`config.mk`:
```
export PLATFORM = sky130hd
export DESIGN_NAME = rtc_time_shadow_sync
export DESIGN_NICKNAME = d
export VERILOG_FILES = /design/src/rtl/rtcss_pkg.sv /design/src/rtl/rtcss_shadow.sv /design/src/rtl/rtc_time_shadow_sync.sv
export SDC_FILE = /design/constraint.sdc
export NUM_CORES = 1
export LEC_CHECK = 0
export BUFFER_PORTS_ARGS = -buffer_cell sky130_fd_sc_hd__buf_2
export CORE_ASPECT_RATIO = 1.5
export CORE_MARGIN = 4
export CORE_UTILIZATION = 58
export DETAILED_ROUTE_END_ITERATION = 10
export HOLD_SLACK_MARGIN = 0.02
export MAX_ROUTING_LAYER = met4
export PLACE_DENSITY_LB_ADDON = 0.25
export SLEW_MARGIN = 20
export SYNTH_ARGS = -nofsm -noshare
export SYNTH_HDL_FRONTEND = slang
export SYNTH_SLANG_ARGS = --single-unit
```
`constraint.sdc`:
```
create_clock -name clk -period 7.2 [get_ports clk]
set_input_delay 0.36 -clock clk [delete_from_list [all_inputs] [get_ports clk]]
set_output_delay 0.36 -clock clk [all_outputs]
set_load 0.01 [all_outputs]
```
`src/rtl/rtcss_pkg.sv`:
```
package rtcss_pkg;

	// status codes reported with every result
	localparam logic [1:0] STATUS_OK         = 2'd0;
	localparam logic [1:0] STATUS_NO_IRQ     = 2'd1;
	localparam logic [1:0] STATUS_NOT_UPDATE = 2'd2;

	// interrupt flag bits
	localparam int unsigned FLAG_IRQ_BIT    = 7;
	localparam int unsigned FLAG_UPDATE_BIT = 4;

	// time-of-day limits
	localparam logic [7:0] NOT_LOADED = 8'hFF;
	localparam logic [7:0] SEC_WRAP   = 8'd60;
	localparam logic [7:0] MIN_WRAP   = 8'd60;
	localparam logic [7:0] HRS_WRAP   = 8'd24;

	// h*3600 + m*60 + s for 8-bit fields stays below 2**20
	localparam int unsigned TOTAL_W = 20;

	typedef struct packed {
		logic [7:0] irq_flags;
		logic [7:0] chip_hours;
		logic [7:0] chip_minutes;
		logic [7:0] chip_seconds;
	} event_t;

	typedef struct packed {
		logic [1:0] status;
		logic       time_valid;
		logic [7:0] hours;
		logic [7:0] minutes;
		logic [7:0] seconds;
		logic       is_stable;
	} result_t;

	// bcd to binary, no check on nibbles above nine
	function automatic logic [7:0] bcd_decode(input logic [7:0] v);
		logic [7:0] tens;
		tens = 8'(v[7:4]) * 8'd10;
		return tens + 8'(v[3:0]);
	endfunction

	// seconds since midnight, as a plain integer
	function automatic logic [TOTAL_W-1:0] total_seconds(
		input logic [7:0] h,
		input logic [7:0] m,
		input logic [7:0] s
	);
		return TOTAL_W'(h) * TOTAL_W'(3600) + TOTAL_W'(m) * TOTAL_W'(60) + TOTAL_W'(s);
	endfunction

endpackage

```
`src/rtl/rtcss_shadow.sv`:
```
module rtcss_shadow import rtcss_pkg::*; (
	input  logic    clk,
	input  logic    arst_n,
	input  logic    bcd_mode,
	input  event_t  evt,
	input  logic    commit,
	output result_t res
);

	logic [7:0] hours_q;
	logic [7:0] minutes_q;
	logic [7:0] seconds_q;
	logic       locked_q;

	logic [7:0] hours_d;
	logic [7:0] minutes_d;
	logic [7:0] seconds_d;
	logic       locked_d;
	logic [1:0] status;

	logic [7:0] sec_inc;
	logic [7:0] min_inc;
	logic [7:0] hrs_inc;
	logic [7:0] new_h;
	logic [7:0] new_m;
	logic [7:0] new_s;
	logic       lock_hit;

	// one-second advance of the local counters
	assign sec_inc = seconds_q + 8'd1;
	assign min_inc = minutes_q + 8'd1;
	assign hrs_inc = hours_q + 8'd1;

	// chip time, decoded when the chip runs in bcd
	assign new_h = bcd_mode ? bcd_decode(evt.chip_hours) : evt.chip_hours;
	assign new_m = bcd_mode ? bcd_decode(evt.chip_minutes) : evt.chip_minutes;
	assign new_s = bcd_mode ? bcd_decode(evt.chip_seconds) : evt.chip_seconds;

	// chip sample lands exactly one second after the shadow time
	assign lock_hit = (hours_q != NOT_LOADED) &&
		(total_seconds(new_h, new_m, new_s) ==
		 total_seconds(hours_q, minutes_q, seconds_q) + TOTAL_W'(1));

	// next state for this event
	always_comb begin
		hours_d   = hours_q;
		minutes_d = minutes_q;
		seconds_d = seconds_q;
		locked_d  = locked_q;
		if (!evt.irq_flags[FLAG_IRQ_BIT]) begin
			status = STATUS_NO_IRQ;
		end else if (!evt.irq_flags[FLAG_UPDATE_BIT]) begin
			status = STATUS_NOT_UPDATE;
		end else begin
			status = STATUS_OK;
			if (locked_q) begin
				if (sec_inc == SEC_WRAP) begin
					seconds_d = 8'd0;
					if (min_inc == MIN_WRAP) begin
						minutes_d = 8'd0;
						hours_d   = (hrs_inc == HRS_WRAP) ? 8'd0 : hrs_inc;
					end else begin
						minutes_d = min_inc;
					end
				end else begin
					seconds_d = sec_inc;
				end
			end else begin
				hours_d   = new_h;
				minutes_d = new_m;
				seconds_d = new_s;
				locked_d  = lock_hit;
			end
		end
	end

	// result reflects the state after this event
	always_comb begin
		res.status     = status;
		res.time_valid = (hours_d != NOT_LOADED);
		res.hours      = hours_d;
		res.minutes    = minutes_d;
		res.seconds    = seconds_d;
		res.is_stable  = locked_d;
	end

	// shadow time registers
	always_ff @(posedge clk or negedge arst_n) begin
		if (!arst_n) begin
			hours_q   <= NOT_LOADED;
			minutes_q <= 8'd0;
			seconds_q <= 8'd0;
			locked_q  <= 1'b0;
		end else if (commit) begin
			hours_q   <= hours_d;
			minutes_q <= minutes_d;
			seconds_q <= seconds_d;
			locked_q  <= locked_d;
		end
	end

endmodule

```
`src/rtl/rtc_time_shadow_sync.sv`:
```
// RTC shadow-time synchronizer. Each input transaction is one RTC interrupt event
// (flag byte plus raw hour, minute and second registers) and yields exactly one
// result transaction. Events without the pending flag (bit 7) or the update flag
// (bit 4) report status 1 or 2 and leave the shadow time untouched. Update events
// sample the chip time (bcd-decoded when bcd_mode is set) until two samples are
// exactly one second apart; after that the block counts locally, one second per
// update event, wrapping at 60/60/24. Throughput is one event per clock while out_ready
// does not hold a result back; each accepted event passes through an input
// register and a result register, with the shadow time updated in the same
// cycle an event moves to the result register. bcd_mode is written over the cfg
// channel, which is always ready, and must only change while the block is idle.
module rtc_time_shadow_sync import rtcss_pkg::*; (
	input  logic       clk,
	input  logic       arst_n,
	input  logic       cfg_valid,
	output logic       cfg_ready,
	input  logic       cfg_data,
	input  logic       in_valid,
	output logic       in_ready,
	input  logic [7:0] irq_flags,
	input  logic [7:0] chip_hours,
	input  logic [7:0] chip_minutes,
	input  logic [7:0] chip_seconds,
	output logic       out_valid,
	input  logic       out_ready,
	output logic [1:0] status,
	output logic       time_valid,
	output logic [7:0] out_hours,
	output logic [7:0] out_minutes,
	output logic [7:0] out_seconds,
	output logic       is_stable
);

	logic    bcd_mode_q;
	logic    valid_s1;
	event_t  evt_s1;
	logic    valid_s2;
	result_t res_s2;
	result_t res_next;
	logic    advance_s1;

	// configuration register
	assign cfg_ready = 1'b1;

	always_ff @(posedge clk or negedge arst_n) begin
		if (!arst_n) begin
			bcd_mode_q <= 1'b0;
		end else if (cfg_valid && cfg_ready) begin
			bcd_mode_q <= cfg_data;
		end
	end

	// handshake between input and result stages
	assign advance_s1 = valid_s1 && (!valid_s2 || out_ready);
	assign in_ready   = !valid_s1 || advance_s1;

	always_ff @(posedge clk or negedge arst_n) begin
		if (!arst_n) begin
			valid_s1 <= 1'b0;
			valid_s2 <= 1'b0;
		end else begin
			if (in_ready) begin
				valid_s1 <= in_valid;
			end
			if (!valid_s2 || out_ready) begin
				valid_s2 <= valid_s1;
			end
		end
	end

	// input register
	always_ff @(posedge clk) begin
		if (in_valid && in_ready) begin
			evt_s1.irq_flags    <= irq_flags;
			evt_s1.chip_hours   <= chip_hours;
			evt_s1.chip_minutes <= chip_minutes;
			evt_s1.chip_seconds <= chip_seconds;
		end
	end

	// shadow time state and per-event update
	rtcss_shadow u_shadow (
		.clk      (clk),
		.arst_n   (arst_n),
		.bcd_mode (bcd_mode_q),
		.evt      (evt_s1),
		.commit   (advance_s1),
		.res      (res_next)
	);

	// result register
	always_ff @(posedge clk) begin
		if (advance_s1) begin
			res_s2 <= res_next;
		end
	end

	assign out_valid   = valid_s2;
	assign status      = res_s2.status;
	assign time_valid  = res_s2.time_valid;
	assign out_hours   = res_s2.hours;
	assign out_minutes = res_s2.minutes;
	assign out_seconds = res_s2.seconds;
	assign is_stable   = res_s2.is_stable;

endmodule

```
==> impl_metrics.tcl <==
set metrics [dict create \
    ys.flop_type "edfxtp_1" \
    synth_top_family_by_area "adder cells" \
    ant_nets 0 \
    synth-compound-area-share_pct 15.7 \
    tightest_slew_ps 1080 \
    pin_count 69 \
    die_h_um 169 \
    grt_pass1_vias 7849 \
    use_met1_pct 26.7 \
    hp-class "in2async" \
    cpPeakStageDelay_ps 550 \
    place_area_um2 10700 \
    final_cell_area_um2 11000 \
    finalHoldViolations 0 \
    rows 58 \
    dieArea_um2 19500 \
    layout-drive-gt1-share_pct 13.3 \
    track_usage_pct 24.4 \
    antenna_cells 0 \
    synth_edf_count 54 \
    synth_nets 1313 \
    cp_max_fo 6 \
    viasPerCell 5.90 \
    ctsHoldBuffers 0 \
    skew_ps 10.5 \
    core_region_area_um2 16900 \
    period_minus_slack_ps 6840 \
    use_met2_pct 42.3 \
    cp.depth 28 \
    wl_um 22300 \
    ys_seq_elements 82 \
    setup_viol 0 \
    slowest_stage "fa_1" \
    dr.first_iter.drc_count 297 \
    crit_arrival_ps 7040 \
    grtUsageMet3_pct 2.18 \
    hpwl_um 17800 \
    critPathLaunchType "flop" \
    drc 0 \
    top_usage_layer "met2" \
    path_buf_inv 3 \
    yosys.area.top_type_share_pct 22.5 \
    synth_xor_area_share_pct 9.09 \
    synthAdderAreaFrac_pct 33.1 \
    grt_max_degree 56 \
    critPathKind "reg2reg" \
    muxShareOfSynthArea_pct 3.34 \
    path_clk_slew_ps 70 \
    synth_warnings 0 \
    area_delta_synth_final_pct 9.36 \
    syn-mean-instance-area_um2 9.66 \
    crit_path_end_kind "flop" \
    cts-root-buf "clkbuf_16" \
    grt-ovfl-total 0 \
    maxSlewViolCount 0 \
    synthArstFlopShare_pct 34.1 \
    antenna_found_initial 0 \
    nNetsFinal 1383 \
    post-place-ws_ps 205 \
    status "completed" \
    setup_slack_ps 357 \
    reg2reg_depth 28 \
    die_w_um 115 \
    cts_htree_levels 3 \
    io_buffer_count 61 \
    crit_required_ps 7400 \
    syn_area_um2 10100 \
    fmax_mhz 146 \
    seq_area_frac_synth_pct 23.2 \
    period_share_pct 95.0 \
    cts_buffer_depth 2 \
    first_pass_iters 5 \
    post-place-cells 1307 \
    path_common_cell "ha_1" \
    cts_tree "done" \
    layout.cells.non_filler 1326 \
    syn_inst 1041 \
    cts_num_sinks 82 \
    synth_cell_types 76 \
    grt_pass1_wl_um 37000 \
    synthSimpleGateAreaFrac_pct 10.7 \
    slew_headroom_pct 28.0 \
    dr_total_vias 7826 \
    yosys.area.top_type "ha_1" \
    initial_core_util_pct 59.4 \
    clk_latency_ps 350 \
    wl_per_cell_um 16.8 \
    numCtsBuffers 9 \
    cp_top_family "adder cells" \
    place.gp.congestion 0.909 \
    tns_ps 0 \
    cap_violations 0 \
    ys_top_cells_by_area "ha_1 23%, edfxtp_1 16%, fa_1 11%" \
]
==> synth_stat cells, drive strengths merged, types with 4 or more instances <==
cell	instances
a211oi	8
a21o	19
a21oi	67
a221o	5
a22oi	5
a31oi	15
and2	5
and3	8
clkbuf	20
dfrtp	20
dfstp	8
edfxtp	54
fa	53
ha	181
inv	106
mux2	20
mux2i	11
nand2	69
nand2b	11
nand3	24
nand3b	5
nand4	6
nor2	48
nor2b	4
nor3	16
o211ai	9
o21a	5
o21ai	54
o21bai	10
o22ai	6
o31ai	6
or2	5
or3	4
xnor2	79
xor2	20
==> metal layers <==
metal	wire (um)	part of all wire [%]
met4	1510	6.8
met1	8830	40
met2	11400	51
met3	585	2.6
met5	0	0
==> sequential cells by signal (all words and copies together), names as in the netlist <==
signal,flops
status,2
is_stable,1
evt_s1,26
u_shadow.seconds_q,8
u_shadow.hours_q,8
out_valid,1
u_shadow.locked_q,1
u_shadow.minutes_q,8
out_seconds,8
bcd_mode_q,1
out_minutes,8
out_hours,8
time_valid,1
valid_s1,1
==> cells by family after synthesis <==
kind of cell / count (synthesis)
adder cells (fa/ha/maj): 234
multiplexers: 31
other: 1
AO/OA/AOI/OAI: 243
buffers and inverters: 129
flip-flops: 82
AND/OR/NAND/NOR: 220
XOR/XNOR: 101
==> per-stage QoR <==
stage	utilization [%]	hold slack, ps
after floorplan	-	64.4
after global placement	63.0	455
after detailed placement	63.0	458
after CTS	64.7	83.2
after global routing	65.0	122
final	65.0	63.0
==> layout make-up <==
type	instances	area (um2)
inverters	107	402
flip-flops and latches	82	2330
clock buffers	9	225
repair buffers	81	455
multi-input cells	830	7250
clock inverters	7	61.3
well taps	210	263
fillers	1394	5920
==> what timing repair did <==
action                     CTS  global route
setup endpoints to repair    0             2
buffers inserted             0             3
gates resized for setup      0             5
==> placed cells by master (no fill, tap or decap), types with 6 or more instances in the layout <==
| master | count |
|---|---|
| a211oi_1 | 8 |
| a21o_1 | 19 |
| a21oi_1 | 64 |
| a31oi_1 | 15 |
| and3_1 | 7 |
| buf_2 | 61 |
| buf_4 | 20 |
| clkbuf_16 | 9 |
| dfrtp_1 | 20 |
| dfstp_2 | 8 |
| edfxtp_1 | 54 |
| fa_1 | 53 |
| ha_1 | 181 |
| inv_1 | 105 |
| mux2_2 | 19 |
| mux2i_1 | 11 |
| nand2_1 | 69 |
| nand2b_1 | 11 |
| nand3_1 | 24 |
| nand4_1 | 6 |
| nor2_1 | 48 |
| nor3_1 | 16 |
| o211ai_1 | 8 |
| o21ai_0 | 53 |
| o21bai_1 | 10 |
| o22ai_1 | 6 |
| xnor2_1 | 79 |
| xor2_1 | 20 |
==> worst paths after layout <==
| path | slack (ps) | start | to |
|---|---|---|---|
| setup / recovery | 360 | evt_s1[12] | is_stable |
| hold / removal | 60 | arst_n | u_shadow.locked_q |
| setup reg to reg | 360 | evt_s1[12] | is_stable |
| hold reg to reg | 500 | valid_s1 | out_valid |
| max in group asynchronous | 6680 | arst_n | u_shadow.seconds_q[7] |
| min in group clk | 180 | chip_seconds[3] | evt_s1[3] |
==> worst register-to-register path, delay by kind of cell (launching register included) <==
| kind | cells | cell delay (ps) |
|---|---|---|
| multiplexers | 1 | 340 |
| AND/OR/NAND/NOR | 5 | 840 |
| flip-flops | 1 | 440 |
| adder cells (fa/ha/maj) | 7 | 2640 |
| XOR/XNOR | 3 | 620 |
| AO/OA/AOI/OAI | 9 | 1580 |
| buffers and inverters | 3 | 240 |
Power is not shown: default switching activity piles up to over one toggle a cycle in this logic, so the estimate is an artifact.
